`src/sv/dda_pkg.sv`:
```
package dda_pkg;

  localparam int COORD_W = 6;
  localparam int FRAC_W = 16;
  // dividend is |dmin| << FRAC_W
  localparam int DIVD_W = COORD_W + FRAC_W;
  // signed accumulator / slope: integer part, fraction, sign and headroom
  localparam int ACC_W = DIVD_W + 2;
  localparam int DCNT_W = 5;
  localparam logic [DCNT_W-1:0] DIV_STEPS = DCNT_W'(DIVD_W);

  typedef logic [1:0] step_t;

  // jump taken when the condition holds, else fall through to step + 1
  typedef enum logic [2:0] {
    C_NO_REQ   = 3'b001,
    C_ZERO_LEN = 3'b010,
    C_DIV_BUSY = 3'b100
  } cond_t;

  // walk step reuses C_NO_REQ (stay until walk_done); it alone wraps the program
  typedef struct packed {
    logic  in_rdy;
    logic  div_init;
    logic  div_step;
    logic  emit;
    cond_t cond;
    step_t target;
  } ctrl_t;

  localparam step_t S_WAIT = 2'd0;
  localparam step_t S_DINIT = 2'd1;
  localparam step_t S_DSTEP = 2'd2;
  localparam step_t S_EMIT = 2'd3;

  function automatic ctrl_t ucode(input step_t s);
    ctrl_t c;
    c = '{in_rdy: 1'b0, div_init: 1'b0, div_step: 1'b0, emit: 1'b0,
          cond: C_NO_REQ, target: S_WAIT};
    unique case (s)
      S_WAIT: begin
        c.in_rdy = 1'b1;
        c.cond = C_NO_REQ;
        c.target = S_WAIT;
      end
      S_DINIT: begin
        c.div_init = 1'b1;
        c.cond = C_ZERO_LEN;
        c.target = S_EMIT;
      end
      S_DSTEP: begin
        c.div_step = 1'b1;
        c.cond = C_DIV_BUSY;
        c.target = S_DSTEP;
      end
      S_EMIT: begin
        c.emit = 1'b1;
        c.cond = C_NO_REQ;
        c.target = S_EMIT;
      end
      default: c.cond = C_NO_REQ;
    endcase
    return c;
  endfunction

endpackage

```
`src/sv/dda_line_rasterizer.sv`:
```
// DDA line rasterizer.
// Input channel (in_valid/in_ready): one request carries a segment as two
// 6-bit grid endpoints (x_start, y_start) and (x_end, y_end).
// Output channel (out_valid/out_ready): one request per marked cell,
// point_x/point_y, with last_point high on the final cell of the segment.
// Control is a four-step microprogram (wait, divider init, divide, walk)
// held in a constant table; one control word per step drives the datapath.
// The slope is a restoring division, one quotient bit per cycle, giving
// a 22-bit quotient. out_valid rises after the divider init and divide
// steps (a zero-length segment skips the division and goes from init
// straight to the walk). The walk then gives one cell per cycle while
// out_ready is high; in_ready is high only in the wait step, so segments
// are handled one at a time.
// When the receiver stalls, the walk holds and the current cell stays on
// the output unchanged until it is taken.
// Reset returns the sequencer to the wait step; no other state needs clearing.
module dda_line_rasterizer #(
  parameter int GRID_SIDE = 64
) (
  input  logic       clk,
  input  logic       rst,
  input  logic       in_valid,
  output logic       in_ready,
  input  logic [5:0] x_start,
  input  logic [5:0] y_start,
  input  logic [5:0] x_end,
  input  logic [5:0] y_end,
  output logic       out_valid,
  input  logic       out_ready,
  output logic [5:0] point_x,
  output logic [5:0] point_y,
  output logic       last_point
);

  localparam int CW = dda_pkg::COORD_W;
  localparam int DW = dda_pkg::DIVD_W;
  localparam int AW = dda_pkg::ACC_W;
  localparam int FW = dda_pkg::FRAC_W;
  localparam int KW = $clog2(GRID_SIDE + 1);

  // sequencer
  dda_pkg::step_t step, step_next;
  dda_pkg::ctrl_t cw;
  logic cond_hit;

  // datapath registers
  logic                        x_major;
  logic                        neg;
  logic [CW-1:0]               m;
  logic [CW-1:0]               maj_end;
  logic [CW-1:0]               span;
  logic signed [AW-1:0]        acc;
  logic [DW-1:0]               quo;
  logic [CW:0]                 rem;
  logic [dda_pkg::DCNT_W-1:0]  div_cnt;
  logic [KW-1:0]               k;

  // input decode
  logic signed [CW:0] dx, dy;
  logic [CW-1:0] adx, ady;
  logic          xm_in;
  logic [CW-1:0] maj0, maj1, min0, min1;
  logic [CW-1:0] s_maj0, s_maj1, s_min0, s_min1;
  logic signed [CW:0] dmin;
  logic [CW-1:0] dmag;

  // divider step
  logic [CW:0] rem_sh;
  logic        q_bit;

  logic signed [AW-1:0] slope;
  logic                 last;
  logic                 out_acc;
  logic                 walk_done;
  logic [CW-1:0]        minor;

  assign cw = dda_pkg::ucode(step);

  always_comb begin
    dx = $signed({1'b0, x_end}) - $signed({1'b0, x_start});
    dy = $signed({1'b0, y_end}) - $signed({1'b0, y_start});
    adx = dx[CW] ? CW'(-dx) : dx[CW-1:0];
    ady = dy[CW] ? CW'(-dy) : dy[CW-1:0];
    xm_in = adx > ady;
    maj0 = xm_in ? x_start : y_start;
    maj1 = xm_in ? x_end : y_end;
    min0 = xm_in ? y_start : x_start;
    min1 = xm_in ? y_end : x_end;
    // walk upward along the major axis
    if (maj0 > maj1) begin
      s_maj0 = maj1;
      s_maj1 = maj0;
      s_min0 = min1;
      s_min1 = min0;
    end else begin
      s_maj0 = maj0;
      s_maj1 = maj1;
      s_min0 = min0;
      s_min1 = min1;
    end
    dmin = $signed({1'b0, s_min1}) - $signed({1'b0, s_min0});
    dmag = dmin[CW] ? CW'(-dmin) : dmin[CW-1:0];
  end

  // restoring division, one quotient bit per cycle
  assign rem_sh = {rem[CW-1:0], quo[DW-1]};
  assign q_bit = rem_sh >= {1'b0, span};

  // quotient magnitude never exceeds 1.0 in Q.16, so it fits the accumulator
  assign slope = neg ? -$signed(AW'(quo)) : $signed(AW'(quo));

  assign last = (m == maj_end) || (k == KW'(GRID_SIDE - 1));
  assign out_acc = cw.emit && out_ready;
  assign walk_done = out_acc && last;

  // accumulator never drops below the end value, so it stays non-negative
  assign minor = acc[AW-1] ? '0 : acc[FW+CW-1:FW];

  always_comb begin
    unique case (cw.cond)
      dda_pkg::C_NO_REQ:   cond_hit = cw.emit ? !walk_done : !in_valid;
      dda_pkg::C_ZERO_LEN: cond_hit = span == '0;
      dda_pkg::C_DIV_BUSY: cond_hit = div_cnt != dda_pkg::DCNT_W'(1);
      default:             cond_hit = 1'b0;
    endcase
    // fall-through from the walk step wraps back to the wait step
    step_next = cond_hit ? cw.target : step + 2'd1;
  end

  always_ff @(posedge clk) begin
    if (rst) begin
      step <= dda_pkg::S_WAIT;
    end else begin
      step <= step_next;
    end
  end

  always_ff @(posedge clk) begin
    if (cw.in_rdy && in_valid) begin
      x_major <= xm_in;
      m <= s_maj0;
      maj_end <= s_maj1;
      span <= s_maj1 - s_maj0;
      neg <= dmin[CW];
      acc <= $signed(AW'({s_min0, FW'(0)}));
      quo <= {dmag, FW'(0)};
      k <= '0;
    end
    if (cw.div_init) begin
      rem <= '0;
      div_cnt <= dda_pkg::DIV_STEPS;
    end
    if (cw.div_step) begin
      rem <= q_bit ? rem_sh - {1'b0, span} : rem_sh;
      quo <= {quo[DW-2:0], q_bit};
      div_cnt <= div_cnt - dda_pkg::DCNT_W'(1);
    end
    if (out_acc) begin
      m <= m + CW'(1);
      acc <= acc + slope;
      k <= k + KW'(1);
    end
  end

  assign in_ready = cw.in_rdy;
  assign out_valid = cw.emit;
  assign point_x = x_major ? m : minor;
  assign point_y = x_major ? minor : m;
  assign last_point = last;

endmodule
```
`config.mk`:
```
export PLATFORM = sky130hd
export DESIGN_NAME = dda_line_rasterizer
export DESIGN_NICKNAME = d
export VERILOG_FILES = /design/src/sv/dda_pkg.sv /design/src/sv/dda_line_rasterizer.sv
export SDC_FILE = /design/constraint.sdc
export NUM_CORES = 1
export LEC_CHECK = 0
export BUFFER_PORTS_ARGS = -buffer_cell sky130_fd_sc_hd__buf_4
export CORE_MARGIN = 1
export CORE_UTILIZATION = 63
export DETAILED_ROUTE_END_ITERATION = 7
export PLACE_DENSITY = 0.79
export SLEW_MARGIN = 20
export SYNTH_ARGS = -nofsm -noshare
export SYNTH_HDL_FRONTEND = slang
export SYNTH_SLANG_ARGS = --single-unit
```
`constraint.sdc`:
```
create_clock -name clk -period 10.8 [get_ports clk]
set_clock_uncertainty 0.2 [all_clocks]
set_input_delay 0 -clock clk [delete_from_list [all_inputs] [get_ports clk]]
set_output_delay 0 -clock clk [all_outputs]
set_load 0.02 [all_outputs]
```
==> results.md <==
* Area taken by multi-input logic gates at 4701 sq um
* Mapped Avg Cell Area at 9.193 sq um
* Post-synth EDFFs at 84
* Pin count of the biggest net entering global routing at 56
* Port Buffer Count at 42
* DP Area at 8031 sq um
* First-pass GRT wire length at 29100 um
* IO Count at 43
* HP Class: primary input to register
* Final instance area at 8412 sq um
* Max Slew Vio Count at 0
* Ys flop type: edfxtp_1
* WL per Instance at 17.25 um
* Dpl hpwl at 13040 um
* H-Tree Depth at 3
* Hold Fails Final Rpt at 0
* Crit path launch type: primary input
* Reg area at 2562 sq um
* Routed WL at 17520 um
* Antenna-violating nets left at 0
* Initial DRC count at 539
* Via density at 6.117
* Die ar. at 12540 sq um
* Reg clk slew, reported paths at 0.06 ns
* CP Max Fanout at 55
* Cell Area, Synth at 7621 sq um
* CP peak stage delay at 0.59 ns
* Register area share after synthesis at 33.62%
* CTS buffer count at 9
* Worst-Skew Late Latency at 0.35 ns
* Failing checks: design-rule violations
* Final Net Count at 973
* Crit Path Category: primary input to register
* Via Count at 6215
* Status: finished with violations
* Number of distinct library cells after synthesis at 61
* Share of cells above drive strength 1 at 8.247%
* GRT Total Usage at 29.50%
* Vias in the first global route at 6047
* CP Data Arrival Time at 8.21 ns
* CTS tree: done
* GRT overflow at 0
* Unrepaired setup endpoints after global routing: false
* Mapped Nets at 934
* Core ar. at 11610 sq um
* Least-Margin Pin Slew at 1.027 ns
* Relative slew slack at 31.55%
* Final design utilization at 72.43%
* Placer Congestion at 0.9561
* Setup TNS at 0 ns
* First-pass DRT Iterations at 8
* Rows at 39
* FILL cells at 869
* Post-route clock period utilization at 76.93%
* Tmin final at 8.308 ns
* Synth async-reset ratio at 0%
* Initial antenna violation count at 0
* Cells after Synth at 829
* Area Growth Syn to Fin at 10.38%
* Number of max-cap violations at 0
* CP Capture Type: register
* Clk root buf: clkbuf_16
* WP data required at 10.70 ns
* Final Setup Violations at 0
* Max Fclk at 120.4 MHz
* Die H at 112.0 um
* Slowest CP cell: buf_4
* Die width at 112.0 um
* Ant. Diodes at 0
* Initial core utilization at 65.62%
* Synth warn at 0
* Clock sink count at 86
* Clock buffer depth at 2
* Flops & latches, synth at 86
* DR DRC count at 1
==> final cells by class <==
type	count	share of cell area [%]
Tap cell	143	2.127
Inverter	63	2.811
Clock buffer	12	2.811
Clock inverter	4	0.8776
Timing Repair Buffer	54	5.028
Sequential cell	86	30.46
Multi-Input combinational cell	654	55.88
==> cells in the mapped netlist (6+ instances only) <==
| master | instances | share of area, % |
|---|---|---|
| mux2i_1 | 41 | 5.4 |
| edfxtp_1 | 84 | 33 |
| and2_1 | 24 | 2.0 |
| xnor2_1 | 58 | 6.7 |
| nor2b_1 | 12 | 0.99 |
| nor3_1 | 8 | 0.53 |
| ha_1 | 72 | 12 |
| nand4_1 | 6 | 0.49 |
| nand3_1 | 16 | 1.1 |
| nor2_1 | 71 | 3.5 |
| clkbuf_1 | 17 | 0.84 |
| o31ai_1 | 10 | 0.99 |
| o21ai_0 | 48 | 3.2 |
| a21oi_1 | 57 | 3.7 |
| o211ai_1 | 6 | 0.59 |
| nand2b_1 | 25 | 2.1 |
| xor2_1 | 26 | 3.0 |
| inv_1 | 63 | 3.1 |
| a21o_1 | 23 | 2.3 |
| and3_1 | 6 | 0.49 |
| nand2_1 | 69 | 3.4 |
==> final timing paths <==
| path | start | end | slack, ns | cells past startpoint |
|---|---|---|---|---|
| min | y_start[5] | maj_end[5] | 0.009 | 3 |
| min reg2reg | k[0] | k[0] | 0.40 | 1 |
| max reg2reg | quo[0] | acc[20] | 6.18 | 15 |
| max | y_end[0] | quo[20] | 2.49 | 37 |
==> what timing repair did <==
action | 4_1_cts | 5_1_grt
endpoints found under the hold margin | 8 | 0
setup buffers | 0 | 0
gates resized for setup | 0 | 0
endpoints found under the setup margin | 0 | 0
hold buffers | 7 | 0
==> per-layer routing <==
layer	global-route usage [%]	wire length [um]
met5	0	0
met4	11.82	399
met3	4.355	1041
met2	49.19	8357
met1	38.68	7723
==> metrics by stage <==
| stage | setup slack [ns] | hold slack (ns) | std cells |
|---|---|---|---|
| global placement | 3.139 | -0.03090 | 993 |
| floorplan | 3.134 | -0.1276 | 829 |
| detailed placement | 2.753 | -0.03036 | 993 |
| CTS | 2.579 | 0.00007061 | 1016 |
| finish | 2.492 | 0.008752 | 1016 |
| global route | 1.935 | 0.04118 | 1016 |
==> registers in the layout (all words and copies together), names as in the netlist <==
signal   flops
maj_end      6
m            6
quo         22
span         6
neg          1
div_cnt      5
k            7
x_major      1
rem          6
acc         24
step         2
==> cell usage in the layout (no fill, tap or decap), types with 4 or more instances in the layout <==
| cell type | instances |
|---|---|
| a211oi_1 | 5 |
| a21o_1 | 23 |
| a21oi_1 | 57 |
| and2_1 | 24 |
| and3_1 | 6 |
| buf_4 | 47 |
| clkbuf_16 | 9 |
| dlygate4sd3_1 | 7 |
| edfxtp_1 | 84 |
| fa_1 | 5 |
| ha_1 | 72 |
| inv_1 | 63 |
| mux2_2 | 4 |
| mux2i_1 | 41 |
| nand2_1 | 69 |
| nand2b_1 | 25 |
| nand3_1 | 16 |
| nand4_1 | 6 |
| nor2_1 | 71 |
| nor2b_1 | 12 |
| nor3_1 | 8 |
| o211ai_1 | 6 |
| o21a_1 | 4 |
| o21ai_0 | 48 |
| o21bai_1 | 5 |
| o31ai_1 | 10 |
| o41ai_1 | 5 |
| or3_1 | 4 |
| xnor2_1 | 58 |
| xor2_1 | 26 |
==> worst max-delay path, delay by kind of cell <==
family / cells / cell delay (ns)
buffers and inverters: 6 / 1.79
AOI/OAI and AO/OA: 14 / 2.98
xor gates and xnor gates: 3 / 0.56
and+or+nand+nor: 8 / 0.86
muxes: 1 / 0.26
adders and majority gates: 5 / 1.75
==> cells by family (layout without fill, tap and decap cells) <==
| logic type | Yosys count | after routing | share of synthesized area, % |
|---|---|---|---|
| AND/OR/NAND/NOR | 251 | 251 | 15.78 |
| AO/OA/AOI/OAI | 194 | 194 | 16.75 |
| buffers and inverters | 89 | 133 | 4.696 |
| flip-flops | 86 | 86 | 33.62 |
| XOR/XNOR | 84 | 84 | 9.654 |
| adder cells (fa/ha/maj) | 80 | 80 | 13.53 |
| multiplexers | 45 | 45 | 5.976 |
Power is not shown: default switching activity piles up to over one toggle a cycle in this logic, so the estimate is an artifact.
